`src/key_short_long_press_detector_unit_defines.svh`:
```
// assertion macros shared by the key press detector rtl
// no dependencies; included by modules that carry assertions
`ifndef KEY_SHORT_LONG_PRESS_DETECTOR_UNIT_DEFINES_SVH
`define KEY_SHORT_LONG_PRESS_DETECTOR_UNIT_DEFINES_SVH

// concurrent check on rising clock, off while reset is low
`define KSLPD_ASSERT(lbl, clk, rstn, prop, msg) \
  lbl: assert property (@(posedge clk) disable iff (!rstn) (prop)) else $error(msg);

// implication whose consequent is checked in the next cycle
`define KSLPD_ASSERT_NEXT(lbl, clk, rstn, ante, cons, msg) \
  lbl: assert property (@(posedge clk) disable iff (!rstn) (ante) |=> (cons)) else $error(msg);

`endif

```
`src/kslpd_pkg.sv`:
```
// shared types, constants and codes for the key press detector
// no dependencies
`timescale 1ns / 1ps

package kslpd_pkg;

  localparam int NumKeys      = 4;
  localparam int MaxHoldCount = 1000;
  localparam int KeySlots     = 4;
  localparam int CountW       = 16;
  localparam int KeyW         = 2;
  localparam int StatusW      = 2;
  localparam int EventW       = 2;
  localparam int CfgDataW     = 64;
  localparam int CfgAddrW     = 5;
  localparam int FifoDepth    = 2;
  localparam int FifoPtrW     = $clog2(FifoDepth);
  localparam int FifoCntW     = $clog2(FifoDepth + 1);
  localparam int DivCntW      = $clog2(CountW);

  localparam logic [CountW-1:0] CountMax = {CountW{1'b1}};

  // status codes of an input item
  localparam logic [StatusW-1:0] StReleased = 2'd0;
  localparam logic [StatusW-1:0] StPressed  = 2'd1;

  // register indexes (paddr[4:3])
  localparam logic [1:0] RegKeyEnable  = 2'd0;
  localparam logic [1:0] RegShortTicks = 2'd1;
  localparam logic [1:0] RegLongTicks  = 2'd2;

  typedef enum logic [EventW-1:0] {
    EvNone  = 2'd0,
    EvShort = 2'd1,
    EvLong  = 2'd2
  } press_event_e;

  typedef enum logic [1:0] {
    BkIdle,
    BkDiv,
    BkOut
  } back_state_e;

  typedef struct packed {
    logic [KeySlots-1:0]          key_enable;
    logic [KeySlots-1:0]          clear_mask;
    logic [KeySlots*CountW-1:0]   short_tbl;
    logic [KeySlots*CountW-1:0]   long_tbl;
  } cfg_t;

  // one classified sample handed from front to back
  typedef struct packed {
    logic [KeyW-1:0]   key;
    logic              gate;
    logic [CountW-1:0] count;
    logic [CountW-1:0] short_th;
    logic [CountW-1:0] long_th;
  } job_t;

endpackage

```
`src/kslpd_if.sv`:
```
// valid/ready channel interfaces for key samples and press events
// depends on kslpd_pkg
`timescale 1ns / 1ps

interface kslpd_key_if;
  logic                             valid;
  logic                             ready;
  logic [kslpd_pkg::KeyW-1:0]       key_index;
  logic [kslpd_pkg::StatusW-1:0]    key_state;

  modport source (output valid, output key_index, output key_state, input ready);
  modport sink   (input valid, input key_index, input key_state, output ready);
endinterface

interface kslpd_event_if;
  logic                             valid;
  logic                             ready;
  logic [kslpd_pkg::KeyW-1:0]       key_index_out;
  logic [kslpd_pkg::EventW-1:0]     press_event;

  modport source (output valid, output key_index_out, output press_event, input ready);
  modport sink   (input valid, input key_index_out, input press_event, output ready);
endinterface

```
`src/key_short_long_press_detector_unit.sv`:
```
// top level: apb config registers, front classifier, job queue, back modulo unit
// depends on kslpd_pkg, kslpd_if, kslpd_front, kslpd_fifo, kslpd_back
//
//   channel   dir   handshake      payload
//   key_i     in    valid/ready    key_index[1:0], key_state[1:0]
//   event_o   out   valid/ready    key_index_out[1:0], press_event[1:0]
//   apb       in    psel/penable   regs at 0x00 enable, 0x08 short, 0x10 long
//
// front takes a sample whenever the two-entry queue has room
// back takes a job when idle and moves to its out state, first running the
// 16-step serial modulo (one quotient bit per cycle) on a long repeat check
// a waiting result stalls the back part; the front fills the queue, then drops ready
// reset clears registers, hold counts and held flags at once
`timescale 1ns / 1ps

module key_short_long_press_detector_unit (
  input  logic                              clk_i,
  input  logic                              rst_ni,
  kslpd_key_if.sink                         key_i,
  kslpd_event_if.source                     event_o,
  input  logic                              psel,
  input  logic                              penable,
  input  logic                              pwrite,
  input  logic [kslpd_pkg::CfgAddrW-1:0]    paddr,
  input  logic [kslpd_pkg::CfgDataW-1:0]    pwdata,
  output logic [kslpd_pkg::CfgDataW-1:0]    prdata,
  output logic                              pready
);

  localparam int TblW = kslpd_pkg::KeySlots * kslpd_pkg::CountW;

  logic [kslpd_pkg::KeySlots-1:0] enable_q;
  logic [TblW-1:0]                short_q, long_q;
  logic                           wr_en;
  logic [1:0]                     reg_idx;
  kslpd_pkg::cfg_t                cfg;
  kslpd_pkg::job_t                push_job, pop_job;
  logic                           push, pop, full, job_valid;

  assign pready  = 1'b1;
  assign wr_en   = psel && penable && pwrite;
  assign reg_idx = paddr[4:3];

  always_ff @(posedge clk_i or negedge rst_ni) begin
    if (!rst_ni) begin
      enable_q <= '0;
      short_q  <= '0;
      long_q   <= '0;
    end else if (wr_en) begin
      unique case (reg_idx)
        kslpd_pkg::RegKeyEnable:  enable_q <= pwdata[kslpd_pkg::KeySlots-1:0];
        kslpd_pkg::RegShortTicks: short_q  <= pwdata[TblW-1:0];
        kslpd_pkg::RegLongTicks:  long_q   <= pwdata[TblW-1:0];
        default: ;
      endcase
    end
  end

  always_comb begin
    unique case (reg_idx)
      kslpd_pkg::RegKeyEnable:  prdata = kslpd_pkg::CfgDataW'(enable_q);
      kslpd_pkg::RegShortTicks: prdata = kslpd_pkg::CfgDataW'(short_q);
      kslpd_pkg::RegLongTicks:  prdata = kslpd_pkg::CfgDataW'(long_q);
      default:                  prdata = '0;
    endcase
  end

  always_comb begin
    cfg.key_enable = enable_q;
    cfg.short_tbl  = short_q;
    cfg.long_tbl   = long_q;
    // keys whose enable bit flips on this write
    cfg.clear_mask = (wr_en && reg_idx == kslpd_pkg::RegKeyEnable)
                   ? (pwdata[kslpd_pkg::KeySlots-1:0] ^ enable_q) : '0;
  end

  kslpd_front u_front (
    .clk_i        (clk_i),
    .rst_ni       (rst_ni),
    .cfg_i        (cfg),
    .in_valid_i   (key_i.valid),
    .in_ready_o   (key_i.ready),
    .key_index_i  (key_i.key_index),
    .key_state_i  (key_i.key_state),
    .push_o       (push),
    .full_i       (full),
    .job_o        (push_job)
  );

  kslpd_fifo u_fifo (
    .clk_i       (clk_i),
    .rst_ni      (rst_ni),
    .push_i      (push),
    .push_data_i (push_job),
    .full_o      (full),
    .pop_i       (pop),
    .valid_o     (job_valid),
    .pop_data_o  (pop_job)
  );

  kslpd_back u_back (
    .clk_i         (clk_i),
    .rst_ni        (rst_ni),
    .job_valid_i   (job_valid),
    .job_i         (pop_job),
    .pop_o         (pop),
    .out_valid_o   (event_o.valid),
    .out_ready_i   (event_o.ready),
    .key_index_o   (event_o.key_index_out),
    .press_event_o (event_o.press_event)
  );

endmodule

```
`src/kslpd_front.sv`:
```
// front part: accepts key samples, updates per-key hold state, emits jobs
// depends on kslpd_pkg
`timescale 1ns / 1ps

module kslpd_front (
  input  logic                  clk_i,
  input  logic                  rst_ni,
  input  kslpd_pkg::cfg_t       cfg_i,
  input  logic                  in_valid_i,
  output logic                  in_ready_o,
  input  logic [kslpd_pkg::KeyW-1:0]    key_index_i,
  input  logic [kslpd_pkg::StatusW-1:0] key_state_i,
  output logic                  push_o,
  input  logic                  full_i,
  output kslpd_pkg::job_t       job_o
);

  logic [kslpd_pkg::CountW-1:0] count_q [kslpd_pkg::KeySlots];
  logic [kslpd_pkg::CountW-1:0] count_d;
  logic [kslpd_pkg::KeySlots-1:0] held_q;
  logic held_mid, held_d, active, accept, released, pressed;
  logic [kslpd_pkg::CountW-1:0] cur;

  assign in_ready_o = !full_i;
  assign accept     = in_valid_i && !full_i;
  assign released   = key_state_i == kslpd_pkg::StReleased;
  assign pressed    = key_state_i == kslpd_pkg::StPressed;
  assign active     = (32'(key_index_i) < kslpd_pkg::NumKeys) && cfg_i.key_enable[key_index_i];
  assign cur        = count_q[key_index_i];

  always_comb begin
    held_mid = released ? 1'b0 : held_q[key_index_i];
    count_d  = cur;
    if (released) begin
      count_d = '0;
    end else if (pressed && !held_q[key_index_i] && cur != kslpd_pkg::CountMax) begin
      count_d = cur + 1'b1;
    end
    held_d = held_mid || (32'(count_d) >= kslpd_pkg::MaxHoldCount);
  end

  always_comb begin
    job_o.key      = key_index_i;
    job_o.gate     = active && !held_mid;
    job_o.count    = count_d;
    job_o.short_th = cfg_i.short_tbl[key_index_i*kslpd_pkg::CountW +: kslpd_pkg::CountW];
    job_o.long_th  = cfg_i.long_tbl[key_index_i*kslpd_pkg::CountW +: kslpd_pkg::CountW];
  end
  assign push_o = accept;

  always_ff @(posedge clk_i or negedge rst_ni) begin
    if (!rst_ni) begin
      for (int k = 0; k < kslpd_pkg::KeySlots; k++) begin
        count_q[k] <= '0;
      end
      held_q <= '0;
    end else begin
      for (int k = 0; k < kslpd_pkg::KeySlots; k++) begin
        // enable toggles start the key clean
        if (cfg_i.clear_mask[k]) begin
          count_q[k] <= '0;
          held_q[k]  <= 1'b0;
        end else if (accept && active && 32'(key_index_i) == k) begin
          count_q[k] <= count_d;
          held_q[k]  <= held_d;
        end
      end
    end
  end

endmodule

```
`src/kslpd_fifo.sv`:
```
// short job queue between front and back
// depends on kslpd_pkg
`timescale 1ns / 1ps

module kslpd_fifo (
  input  logic            clk_i,
  input  logic            rst_ni,
  input  logic            push_i,
  input  kslpd_pkg::job_t push_data_i,
  output logic            full_o,
  input  logic            pop_i,
  output logic            valid_o,
  output kslpd_pkg::job_t pop_data_o
);

  kslpd_pkg::job_t                mem_q [kslpd_pkg::FifoDepth];
  logic [kslpd_pkg::FifoPtrW-1:0] wr_q, rd_q;
  logic [kslpd_pkg::FifoCntW-1:0] cnt_q;

  assign full_o     = 32'(cnt_q) == kslpd_pkg::FifoDepth;
  assign valid_o    = cnt_q != '0;
  assign pop_data_o = mem_q[rd_q];

  always_ff @(posedge clk_i) begin
    if (push_i) begin
      mem_q[wr_q] <= push_data_i;
    end
  end

  always_ff @(posedge clk_i or negedge rst_ni) begin
    if (!rst_ni) begin
      wr_q  <= '0;
      rd_q  <= '0;
      cnt_q <= '0;
    end else begin
      if (push_i) begin
        wr_q <= (32'(wr_q) == kslpd_pkg::FifoDepth - 1) ? '0 : wr_q + 1'b1;
      end
      if (pop_i) begin
        rd_q <= (32'(rd_q) == kslpd_pkg::FifoDepth - 1) ? '0 : rd_q + 1'b1;
      end
      cnt_q <= cnt_q + {{(kslpd_pkg::FifoCntW-1){1'b0}}, push_i}
                     - {{(kslpd_pkg::FifoCntW-1){1'b0}}, pop_i};
    end
  end

endmodule

```
`src/kslpd_back.sv`:
```
// back part: short compare and bit-serial modulo for long repeats, result register
// depends on kslpd_pkg and the defines header
`timescale 1ns / 1ps
`include "key_short_long_press_detector_unit_defines.svh"

module kslpd_back (
  input  logic            clk_i,
  input  logic            rst_ni,
  input  logic            job_valid_i,
  input  kslpd_pkg::job_t job_i,
  output logic            pop_o,
  output logic            out_valid_o,
  input  logic            out_ready_i,
  output logic [kslpd_pkg::KeyW-1:0]   key_index_o,
  output logic [kslpd_pkg::EventW-1:0] press_event_o
);

  kslpd_pkg::back_state_e state_q, state_d;
  kslpd_pkg::press_event_e ev_q, ev_d;
  logic [kslpd_pkg::KeyW-1:0]    key_q;
  logic [kslpd_pkg::CountW-1:0]  quo_q, lth_q, rem_q, rem_d;
  logic [kslpd_pkg::DivCntW-1:0] bit_q;
  logic [kslpd_pkg::CountW:0]    trial;
  logic load;

  // one restoring division step per cycle
  always_comb begin
    trial = {rem_q, quo_q[kslpd_pkg::CountW-1]};
    rem_d = (trial >= {1'b0, lth_q}) ? kslpd_pkg::CountW'(trial - {1'b0, lth_q})
                                     : trial[kslpd_pkg::CountW-1:0];
  end

  always_comb begin
    state_d = state_q;
    ev_d    = ev_q;
    load    = 1'b0;
    unique case (state_q)
      kslpd_pkg::BkIdle: begin
        if (job_valid_i) begin
          load    = 1'b1;
          state_d = kslpd_pkg::BkOut;
          if (!job_i.gate) begin
            ev_d = kslpd_pkg::EvNone;
          end else if (job_i.count == job_i.short_th) begin
            ev_d = kslpd_pkg::EvShort;
          end else if (job_i.long_th == '0 || job_i.count < job_i.long_th) begin
            ev_d = kslpd_pkg::EvNone;
          end else begin
            ev_d    = kslpd_pkg::EvNone;
            state_d = kslpd_pkg::BkDiv;
          end
        end
      end
      kslpd_pkg::BkDiv: begin
        if (bit_q == '0) begin
          ev_d    = (rem_d == '0) ? kslpd_pkg::EvLong : kslpd_pkg::EvNone;
          state_d = kslpd_pkg::BkOut;
        end
      end
      kslpd_pkg::BkOut: begin
        if (out_ready_i) begin
          state_d = kslpd_pkg::BkIdle;
        end
      end
      default: state_d = kslpd_pkg::BkIdle;
    endcase
  end

  always_ff @(posedge clk_i or negedge rst_ni) begin
    if (!rst_ni) begin
      state_q <= kslpd_pkg::BkIdle;
    end else begin
      state_q <= state_d;
    end
  end

  always_ff @(posedge clk_i) begin
    ev_q <= ev_d;
    if (load) begin
      key_q <= job_i.key;
      quo_q <= job_i.count;
      lth_q <= job_i.long_th;
      rem_q <= '0;
      bit_q <= kslpd_pkg::DivCntW'(kslpd_pkg::CountW - 1);
    end else if (state_q == kslpd_pkg::BkDiv) begin
      quo_q <= {quo_q[kslpd_pkg::CountW-2:0], 1'b0};
      rem_q <= rem_d;
      bit_q <= bit_q - 1'b1;
    end
  end

  assign pop_o         = load;
  assign out_valid_o   = state_q == kslpd_pkg::BkOut;
  assign key_index_o   = key_q;
  assign press_event_o = ev_q;

  `KSLPD_ASSERT(a_div_nonzero, clk_i, rst_ni,
    (state_q != kslpd_pkg::BkDiv) || (lth_q != '0), "modulo running with zero period")
  `KSLPD_ASSERT_NEXT(a_div_ends, clk_i, rst_ni,
    (state_q == kslpd_pkg::BkDiv) && (bit_q == '0), state_q == kslpd_pkg::BkOut,
    "modulo did not finish on last bit")
  `KSLPD_ASSERT(a_no_pop_busy, clk_i, rst_ni,
    !pop_o || (state_q == kslpd_pkg::BkIdle), "job taken while back part busy")
  `KSLPD_ASSERT_NEXT(a_out_holds, clk_i, rst_ni,
    out_valid_o && !out_ready_i, out_valid_o && $stable(ev_q) && $stable(key_q),
    "pending result changed")

endmodule
```
`src/flat_wrapper.sv`:
```
// flat-port wrapper written by rule: the top's interface ports become plain ports
module key_short_long_press_detector_unit_flat 
  (clk_i, rst_ni, psel, penable, pwrite, paddr, pwdata, prdata, pready, key_i_valid, key_i_key_index, key_i_key_state, key_i_ready, event_o_valid, event_o_key_index_out, event_o_press_event, event_o_ready);
  kslpd_key_if key_i_i ();
  kslpd_event_if event_o_i ();
  input  logic clk_i;
  input  logic rst_ni;
  input  logic psel;
  input  logic penable;
  input  logic pwrite;
  input  logic [kslpd_pkg::CfgAddrW-1:0] paddr;
  input  logic [kslpd_pkg::CfgDataW-1:0] pwdata;
  output logic [kslpd_pkg::CfgDataW-1:0] prdata;
  output logic pready;
  input wire logic [$bits(key_i_i.valid)-1:0] key_i_valid;
  input wire logic [$bits(key_i_i.key_index)-1:0] key_i_key_index;
  input wire logic [$bits(key_i_i.key_state)-1:0] key_i_key_state;
  output wire logic [$bits(key_i_i.ready)-1:0] key_i_ready;
  output wire logic [$bits(event_o_i.valid)-1:0] event_o_valid;
  output wire logic [$bits(event_o_i.key_index_out)-1:0] event_o_key_index_out;
  output wire logic [$bits(event_o_i.press_event)-1:0] event_o_press_event;
  input wire logic [$bits(event_o_i.ready)-1:0] event_o_ready;
  assign key_i_i.valid = key_i_valid;
  assign key_i_i.key_index = key_i_key_index;
  assign key_i_i.key_state = key_i_key_state;
  assign key_i_ready = key_i_i.ready;
  assign event_o_valid = event_o_i.valid;
  assign event_o_key_index_out = event_o_i.key_index_out;
  assign event_o_press_event = event_o_i.press_event;
  assign event_o_i.ready = event_o_ready;
  key_short_long_press_detector_unit u_core (.clk_i(clk_i), .rst_ni(rst_ni), .key_i(key_i_i), .event_o(event_o_i), .psel(psel), .penable(penable), .pwrite(pwrite), .paddr(paddr), .pwdata(pwdata), .prdata(prdata), .pready(pready));
endmodule
```
`config.mk`:
```
export PLATFORM = sky130hd
export DESIGN_NAME = key_short_long_press_detector_unit_flat
export DESIGN_NICKNAME = d
export VERILOG_FILES = /design/src/kslpd_pkg.sv /design/src/kslpd_if.sv /design/src/key_short_long_press_detector_unit.sv /design/src/kslpd_front.sv /design/src/kslpd_fifo.sv /design/src/kslpd_back.sv /design/src/flat_wrapper.sv
export VERILOG_INCLUDE_DIRS = /design/src /design/src/src
export SDC_FILE = /design/constraint.sdc
export NUM_CORES = 1
export LEC_CHECK = 0
export BUFFER_PORTS_ARGS = -buffer_cell sky130_fd_sc_hd__buf_4
export CAP_MARGIN = 10
export CORE_MARGIN = 2
export CORE_UTILIZATION = 40
export DETAILED_ROUTE_END_ITERATION = 6
export PLACE_DENSITY = 0.69
export SETUP_SLACK_MARGIN = 0.02
export SYNTH_ARGS = -nofsm -noshare
export SYNTH_HDL_FRONTEND = slang
export SYNTH_SLANG_ARGS = --single-unit
```
`constraint.sdc`:
```
create_clock -name clk_i -period 6.9 [get_ports clk_i]
set_input_delay 0.69 -clock clk_i [delete_from_list [all_inputs] [get_ports clk_i]]
set_output_delay 0.69 -clock clk_i [all_outputs]
set_load 0.05 [all_outputs]
```
==> flow_metrics.tcl, run 1 <==
set metrics [dict create \
    stdcell_count 2012 \
    timing.fmax_mhz 255 \
    synth_ff_type "dfrtp_1" \
    p_int_mw 4.96 \
    drv_slew 0 \
    worstPathCellList "buf_4 > buf_4 > mux4_2 > and4_4 > and2_4 > a21oi_2 > mux2i_1 > o21a_1 > and4_1 > or4_4 > a22o_1" \
    synth_cell_types 74 \
    place_congestion 0.822 \
    grt_pass1_wl_mm 64.7 \
    drt_iter0_markers 751 \
    worst_pin_slew_ns 1.09 \
    clkTransAtPathRegs_ns 0.06 \
    setup_viol 0 \
    fillerInstances 3862 \
    avgSynthCellArea_um2 13.7 \
    ys_ff_latch 364 \
    cap_viol_max_count 0 \
    grt_max_degree 131 \
    cpMaxStageDelayCell "buf_4" \
    ys_warn_count 0 \
    die_height_um 213 \
    ys_seq_area_share_pct 55.7 \
    postCtsSetupRepairBufs 0 \
    timing.rr.start "u_core.u_fifo.rd_q" \
    drc_errors 0 \
    final_nets 1513 \
    synth_enable_flop_cells 138 \
    cts_tree "done" \
    powerDensity_nw_per_um2 369 \
    max_stage_delay_ns 0.69 \
    diodes 0 \
    cts_hold_buffers 0 \
    worstPathArrival_ns 4.34 \
    grt_overflow 0 \
    dp.cells 1942 \
    core_area_um2 43000 \
    portBuffers 146 \
    power_mw 7.45 \
    min_period_over_period_pct 56.9 \
    insertion_delay_ns 0.54 \
    max-vdd-ir-drop_uv 197 \
    rsz0062_at_grt "false" \
    post_cts_resized 0 \
    drive_above_1_share_pct 31.1 \
    io_pins 151 \
    antenna_found_initial 0 \
    grt_pass1_vias 11500 \
    die-area_um2 45200 \
    power_frac_clock_pct 27.0 \
    cp-start-kind "primary input" \
    dp_hpwl_mm 27.1 \
    wirelength_mm 40.5 \
    syn_inst 1274 \
    clock_skew_ns 0.0175 \
    cts_root_buffer "clkbuf_16" \
    cp-end-kind "flop" \
    via_per_inst 5.48 \
    rows 76 \
    hold_class "in -> async" \
    power_switching_mw 2.49 \
    multi_input_area_um2 7150 \
    grtUsageTotal_pct 18.3 \
    yosysTopAreaCellShare_pct 29.6 \
    final_core_util_pct 46.9 \
    synth_area_um2 17400 \
    crit_type "in -> reg" \
    combPwrFrac_pct 30.6 \
    status "complete, no violations" \
    cts_sinks 364 \
    sw_frac_of_total_pct 33.4 \
    path_max_fanout 40 \
    initial_core_util_pct 40.5 \
    postRouteAntennaNets 0 \
    netlist_top_cells_area "dfrtp_1, edfxtp_1, mux2_2, a22o_1, mux4_2" \
    seq_power_share_pct 42.4 \
    worstSetupStartpoint "key_i_key_index[0]" \
    leakagePower_nw 8.62 \
    die_w_um 213 \
    yosysTopAreaCell "dfrtp_1" \
    period_needed_ns 3.93 \
    synthToLayoutAreaGrowth_pct 15.9 \
    cpMostUsedCell "buf_4" \
    firstDrtPassIters 5 \
    htree_levels 2 \
    seqCellArea_um2 9700 \
    wire_per_inst_um 20.1 \
    synth.net_count 1390 \
    clockBufferDepth 3 \
    tns_ns 0 \
    hold_violations 0 \
    max-slew-margin-rel_pct 27.3 \
    required_ns 7.32 \
    vias 11000 \
    numCtsBuffers 38 \
    ys_async_sr_fraction_pct 56.6 \
]
cell usage in the layout, fill, tap and decap left out, types with 5 or more instances in the layout:
cell type  netlist  final
dfrtp_1        206    205
dfxtp_1         20     20
mux4_2          47     47
o211ai_1         5      5
nand3_1          7      7
nor2b_1         10      8
mux2i_1         53     53
ha_1            35     35
mux2_2         146    146
xor2_1          12     12
buf_4            1    157
nand2_1        110    110
xnor2_1         38     38
a21oi_2          6      6
clkinv_1         1      5
nand4_1          9      9
o21a_1           8      8
a21oi_1         19     19
nor3_1          10     10
nor4_1           9      9
clkbuf_8         7      5
a22o_1         124    124
clkbuf_1        54     11
edfxtp_1       138    138
and2_1           5      5
nor2_1          31     30
clkbuf_16        0     39
o21ai_0         31     31
inv_1           45     45
Yosys cell counts, types with 3 or more instances:
cell type and count:
inv_1 45, xnor2_1 38, ha_1 35, nand2_1 110
nor3_1 10, nand2b_1 3, nor2_1 31, a22o_2 4
buf_6 4, clkbuf_8 7, nor2b_1 10, or4_1 4
o21a_1 8, buf_1 5, edfxtp_1 138, a211oi_1 3
nand4_1 9, dfrtp_1 206, xor2_1 12, clkbuf_1 54
nand3_1 7, a21o_1 4, nor4_1 9, and3_1 3
mux4_2 47, dfxtp_1 20, dlygate4sd1_1 3, a21oi_1 19
or3_1 3, a21oi_2 6, o21ai_0 31, and2_1 5
o211ai_1 5, and4_1 4, mux2_2 146, nor3b_1 3
a22o_1 124, mux2i_1 53
sequential cells by signal, indices dropped and copies added, names as in the netlist:
signal	cells
u_core.enable_q	4
u_core.long_q	64
u_core.short_q	64
u_core.u_back.bit_q	4
u_core.u_back.key_index_o	2
u_core.u_back.lth_q	16
u_core.u_back.press_event_o	2
u_core.u_back.quo_q	16
u_core.u_back.rem_q	16
u_core.u_back.state_q	2
u_core.u_fifo.cnt_q	2
u_core.u_fifo.mem_q	102
u_core.u_fifo.rd_q	1
u_core.u_fifo.wr_q	1
u_core.u_front.count_q	64
u_core.u_front.held_q	4
path summary, 6_finish.rpt:
| kind | endpoint | slack (ns) | cells after the start |
|---|---|---|---|
| worst max-delay path | u_core.u_front.held_q[2] | 2.97 | 11 |
| worst min-delay path | u_core.short_q[17] | 0.31 | 1 |
| worst max register to register | u_core.u_back.state_q[0] | 3.09 | 11 |
| worst min register to register | u_core.u_back.rem_q[15] | 0.45 | 2 |
| max in group asynchronous | u_core.u_fifo.rd_q | 4.90 | 2 |
| min in group clk_i | u_core.short_q[30] | 0.38 | 2 |
power by group through the flow:
| stage | registers [mW] | clock network (mW) | logic, mW |
|---|---|---|---|
| 2_1_floorplan | 3.12 | 0 | 1.67 |
| 3_3_place_gp | 3.17 | 0 | 2.25 |
| 3_5_place_dp | 3.20 | 0 | 2.29 |
| 4_1_cts | 3.16 | 2.06 | 2.30 |
| 5_1_grt | 3.22 | 2.15 | 2.50 |
| 6_report | 3.16 | 2.01 | 2.28 |
routing by layer:
layer / global-route usage, % / part of all wire [%] / vias up
met2: 29.0 / 47 / 291
met1: 25.4 / 45 / 5651
met3: 4.03 / 6.4 / 45
met5: 0 / 0 / -
li1: - / - / 5045
met4: 4.80 / 1.8 / 0
worst max-delay path: cells and delay by family:
family,cells,cell delay (ns)
simple gates,4,1.10
buf+inv,2,0.99
mux,2,0.92
compound gates,3,0.61
through the flow:
stage / hold WS, ns / setup WS, ns / area, um2
final: 0.306 / 2.97 / 20200
after global routing: 0.372 / 2.78 / 20200
after CTS: 0.351 / 2.97 / 20200
after detailed placement: 0.444 / 2.40 / 18900
after global placement: 0.428 / 2.45 / 18900
after floorplan: 0.394 / 3.26 / 17400
layout make-up:
class                      instances  area share (%)
sequential                       364            48.1
clock buffer                      54            5.32
multi-input combinational        789            35.4
tap                              585            3.63
clock inverter                    16           0.763
timing repair buffer             158            5.91
inverter                          46           0.856
logic make-up after synthesis:
logic type / share of synthesized area [%]
DFF: 55.7
muxes: 19.0
adders and majority gates: 2.63
buffers and inverters: 3.39
and+or+nand+nor: 6.59
xor gates and xnor gates: 2.52
other: 0.0216
AOI/OAI and AO/OA: 10.1
No activity file was read; power rests on OpenSTA's default activity.
==> inputs of run 2 (changes only) <==
- ABC_AREA: unset -> 1
- PLACE_DENSITY: 0.69 -> 0.71
- clock period: 6.9 -> 3.3 ns (I/O delays scaled with it)
==> flow_metrics.tcl, run 2 <==
set metrics [dict create \
    status "complete, no violations" \
    die_w_um 216 \
    grt_overflow 0 \
    grt_max_degree 129 \
    min_period_over_period_pct 85.7 \
    synthTopCellsByCount "nand2_1, o21ai_0, inv_1" \
    htree_levels 2 \
    cts_sinks 364 \
    hold_violations 0 \
    io_pins 151 \
    rows 77 \
    portBuffers 146 \
    drive_above_1_share_pct 13.9 \
    clkTransAtPathRegs_ns 0.06 \
    core_area_um2 44200 \
    worst_pin_slew_ns 0.849 \
    via_per_inst 5.30 \
    cts_root_buffer "clkbuf_16" \
    routed.top_layer "met4" \
    ys_warn_count 0 \
    synth_enable_flop_cells 138 \
    largest_reg_flops 102 \
    synthToLayoutAreaGrowth_pct 21.3 \
    max-vdd-ir-drop_uv 447 \
    finalInstanceArea_um2 21800 \
    clock_skew_ns 0.0332 \
    numCtsBuffers 40 \
    timing.rr.start "u_core.u_back.lth_q[1]" \
    whs_ns 0.0185 \
    yosysTopAreaCellShare_pct 28.7 \
    synthSimpleGateAreaFrac_pct 18.7 \
    path_max_fanout 20 \
    powerDensity_nw_per_um2 782 \
    final_core_util_pct 49.2 \
    die_height_um 216 \
    firstDrtPassIters 5 \
    synth-xor-area-share_pct 1.56 \
    tns_ns 0 \
    worstPathArrival_ns 3.24 \
    post_cts_resized 0 \
    synth.area.mux_share_pct 0.447 \
    drc_errors 0 \
    worstSetupStartpoint "u_core.u_back.lth_q[1]" \
    max-slew-margin-rel_pct 43.4 \
    vias 15100 \
    avgSynthCellArea_um2 8.79 \
    synth_ff_type "dfrtp_1" \
    final_cell_mix "nand2_1, o21ai_0, inv_1" \
    yosysMostFrequentCell "nand2_1" \
    hold_class "in -> reg" \
    initial_core_util_pct 40.6 \
    final_nets 2348 \
    ys_ff_latch 364 \
    netlist_top_cells_area "dfrtp_1, edfxtp_1, nand2_1, o21ai_0, inv_1" \
    syn_inst 2041 \
    clockBufferDepth 3 \
    die-area_um2 46500 \
    timing.fmax_mhz 354 \
    top_register "u_core.u_fifo.mem_q" \
    drv_slew 0 \
    m1WireLength_mm 20.7 \
    grt_pass1_wl_mm 78.1 \
    dp_hpwl_mm 33.4 \
    grtUsageTotal_pct 20.9 \
    wirelength_mm 48.8 \
    synth_cell_types 50 \
    cts_tree "done" \
    final_common_cell "nand2_1" \
    worstHoldStart "pwdata[39]" \
    synth_area_um2 17900 \
    r2r_setup_slack_ns 0.47 \
    crit_type "reg -> reg" \
    synth_top_family_by_area "simple AND/OR/NAND/NOR gates" \
    cap_viol_max_count 0 \
    ys_seq_area_share_pct 54.1 \
    cp-end-kind "flop" \
    grt_pass1_vias 14700 \
    antenna_found_initial 3 \
    drt_iter0_markers 1378 \
    synth.net_count 2157 \
    place_congestion 0.918 \
    yosysTopAreaCell "dfrtp_1" \
    synth_compound_area_share_pct 14.6 \
    postRouteAntennaNets 0 \
    insertion_delay_ns 0.58 \
    required_ns 3.71 \
    route.met3.wl_mm 3.23 \
    cp-start-kind "flop" \
    placed_area_um2 19700 \
    power_mw 17.0 \
    leakagePower_nw 9.80 \
    setup_viol 0 \
    ys_async_sr_fraction_pct 56.6 \
    routed-wl-met2_mm 23.2 \
    rsz0062_at_grt "false" \
    synthAdderAreaFrac_pct 2.55 \
    wire_per_inst_um 17.1 \
    period_needed_ns 2.83 \
]
-- run 2: layout make-up --
type	count	area [um2]
inverter	262	986
multi-input combinational	1317	6830
tap	592	741
clock inverter	18	241
antenna	3	7.51
clock buffer	56	1130
sequential	364	9700
timing repair buffer	247	2120
fill	4008	22500
-- run 2: through the flow --
stage,instances,setup slack [ns]
2_1_floorplan,2041,0.546
3_3_place_gp,2719,0.461
3_5_place_dp,2719,0.425
4_1_cts,2856,0.471
5_1_grt,2859,0.174
6_report,2859,0.472
-- run 2: final timing paths --
check | end | cells after the start
hold reg to reg | u_core.u_back.rem_q[15] | 2
hold / removal | u_core.short_q[39] | 3
min in group asynchronous | u_core.long_q[25] | 2
setup reg to reg | u_core.u_back.press_event_o[1] | 17
max in group asynchronous | u_core.u_front.count_q[42] | 3
setup / recovery | u_core.u_back.press_event_o[1] | 17
-- run 2: logic make-up (layout without fill, tap and decap cells) --
family	Yosys count	in the layout
AOI/OAI and AO/OA	450	450
xor gates and xnor gates	32	32
adders and majority gates	36	36
buffers and inverters	360	583
DFF	364	364
muxes	8	8
other	1	4
and+or+nand+nor	790	790
-- run 2: metal layers --
metal	track usage, %	vias to the layer above
met4	7.79	0
met2	33.8	575
met5	0	-
met3	3.06	106
li1	-	7174
met1	28.5	7290
-- run 2: power by group --
part / leakage [nW] / internal, mW / switching [mW]
Sequential: 4.05 / 6.12 / 0.417
Combinational: 5.08 / 1.87 / 3.93
Clock: 0.672 / 2.81 / 1.87
-- run 2: timing repair --
item	CTS	global route
buffers inserted	0	0
hold buffers	63	0
endpoints found under the hold margin	203	0
-- run 2: critical path: stages, from the launching register on --
cell	delay (ns)
edfxtp_1	0.38
inv_1	0.06
ha_1	0.31
nand3_1	0.09
nand2_1	0.11
a21oi_1	0.11
o21ai_0	0.32
nand2_1	0.14
nand2_1	0.08
nand2_1	0.09
nand2_1	0.09
buf_4	0.23
nand2_1	0.07
o21ai_0	0.10
nand2_1	0.09
nor2_1	0.18
nand3_1	0.13
nor2_1	0.11
==> inputs of run 3 (changes only) <==
- PLACE_DENSITY: 0.71 -> 0.64
==> flow_metrics.tcl, run 3 (synthesis results as in run 2) <==
set metrics [dict create \
    grt_pass1_vias 14600 \
    die_w_um 216 \
    top_register "u_core.u_fifo.mem_q" \
    drive_above_1_share_pct 14.6 \
    grt_max_degree 99 \
    fillerInstances 4092 \
    crit_buf_inv 2 \
    numCtsBuffers 40 \
    cpMaxStageDelayCell "edfxtp_1" \
    dp_hpwl_mm 33.8 \
    worstSetupStartpoint "u_core.u_back.lth_q[1]" \
    largest_reg_flops 102 \
    portBuffers 146 \
    seqCellArea_um2 9700 \
    firstDrtPassIters 5 \
    drv_slew 0 \
    rows 77 \
    worstPathCellList "inv_1 > ha_1 > nand3_1 > nand2_1 > a21oi_1 > o21ai_0 > nand2_1 > nand2_1 > nand2_1 > nand2_1 > clkinv_1 > o21ai_0 > nor2_1 > nand2_1 > nor2_1" \
    hold_class "in -> reg" \
    insertion_delay_ns 0.58 \
    grt_overflow 0 \
    cts_sinks 364 \
    max-vdd-ir-drop_uv 437 \
    path_max_fanout 9 \
    postCtsSetupRepairBufs 0 \
    finalWorstSetupSlack_ns 0.386 \
    grtUsageTotal_pct 21.2 \
    crit_cells 15 \
    status "complete, no violations" \
    final_common_cell "nand2_1" \
    clock_skew_ns 0.0279 \
    power_frac_clock_pct 27.6 \
    postRouteAntennaNets 0 \
    required_ns 3.62 \
    cpMostUsedCell "nand2_1" \
    antenna_found_initial 3 \
    cts_tree "done" \
    reg2regPathDepth 15 \
    seq_power_share_pct 38.6 \
    place_congestion 0.907 \
    worstPathArrival_ns 3.23 \
    max-slew-margin-rel_pct 36.8 \
    p_int_mw 10.7 \
    cp-start-kind "flop" \
    grt_pass1_wl_mm 78.5 \
    htree_levels 2 \
    hold_depth 3 \
    cts_root_buffer "clkbuf_16" \
    clkTransAtPathRegs_ns 0.06 \
    hold_violations 0 \
    tns_ns 0 \
    sw_frac_of_total_pct 36.9 \
    via_per_inst 5.24 \
    max_stage_delay_ns 0.39 \
    final_nets 2356 \
    powerDensity_nw_per_um2 778 \
    wirelength_mm 49.5 \
    final_cell_mix "nand2_1, o21ai_0, inv_1" \
    worstHoldStart "pwdata[2]" \
    clockBufferDepth 3 \
    period_needed_ns 2.91 \
    cp-end-kind "flop" \
    wire_per_inst_um 17.3 \
    multi_input_area_um2 6830 \
    combPwrFrac_pct 33.8 \
    place_ws_ns 0.373 \
    timing.rr.start "u_core.u_back.lth_q[1]" \
    critPathTopFamily "simple AND/OR/NAND/NOR gates" \
    initial_core_util_pct 40.6 \
    setup_viol 0 \
    power_switching_mw 6.27 \
    cap_viol_max_count 0 \
    timing.fmax_mhz 343 \
    leakagePower_nw 9.84 \
    vias 15000 \
    worst_pin_slew_ns 0.947 \
    r2r_setup_slack_ns 0.39 \
    io_pins 151 \
    drt_iter0_markers 1183 \
    crit_type "reg -> reg" \
    core_area_um2 44200 \
    drc_errors 0 \
    die_height_um 216 \
    min_period_over_period_pct 88.3 \
    rsz0062_at_grt "false" \
    die-area_um2 46500 \
    synthToLayoutAreaGrowth_pct 21.7 \
]
==> run 3: cell types whose count changed in the layout (fill, tap and decap cells not counted) <==
cell and change:
clkinv_16 +1, bufinv_16 -1, dlygate4sd3_1 -1, buf_4 +10, inv_6 +1, buf_12 -1
clkbuf_8 -1, clkinv_2 +4, clkinvlp_4 +2, clkinv_4 +2, clkbuf_1 -4, clkinv_1 -4
==> run 3: path summary, 6_finish.rpt <==
kind,endpoint
setup / recovery,u_core.u_back.press_event_o[1]
hold / removal,u_core.short_q[2]
setup reg to reg,u_core.u_back.press_event_o[1]
hold reg to reg,u_core.u_front.count_q[11]
max in group asynchronous,u_core.short_q[30]
min in group asynchronous,u_core.u_front.count_q[51]
==> run 3: power groups by stage <==
stage                     Combinational (mW)  Clock, mW  Sequential [mW]
final                                   5.74       4.69             6.55
after global placement                  5.53          0             6.58
after floorplan                         3.85          0             6.58
after global routing                    6.39       4.96             6.66
after detailed placement                5.67          0             6.63
after CTS                               5.76       4.78             6.54
==> run 3: timing repair <==
| action | 4_1_cts | 5_1_grt |
|---|---|---|
| hold endpoints to repair | 215 | 0 |
| resized for setup | 0 | 0 |
| hold buffers | 62 | 0 |
| setup endpoints to repair | 0 | 0 |
==> run 3: cell type report <==
class | instances | area share [%]
antenna | 3 | 0.0344
timing repair buffer | 255 | 9.92
multi-input combinational | 1317 | 31.3
tap | 592 | 3.40
sequential | 364 | 44.5
clock buffer | 51 | 5.06
clock inverter | 23 | 1.32
inverter | 262 | 4.52
==> run 3: routing by layer <==
metal,vias to the layer above,wire [um],track usage [%]
li1,7197,-,-
met1,7198,21900,29.6
met2,537,22600,33.1
met3,91,3320,3.35
met4,0,1630,8.55
met5,-,0,0
==> run 3: tightest hold or removal path, cell delays in order <==
cell and delay, ns:
buf_4 0.11, nand2_1 0.05, o21ai_0 0.06
==> run 3: stage by stage <==
step                hold WS [ns]  instances  util [%]  cell area [um2]  total power [mW]
floorplan                 0.0344       2041         -            17900              10.4
global placement           0.452       2728      44.8            19800              12.1
detailed placement         0.471       2728      44.8            19800              12.3
CTS                      0.00126       2864      49.3            21800              17.1
global route              0.0240       2867      49.3            21800              18.0
finish                    0.0178       2867      49.3            21800              17.0
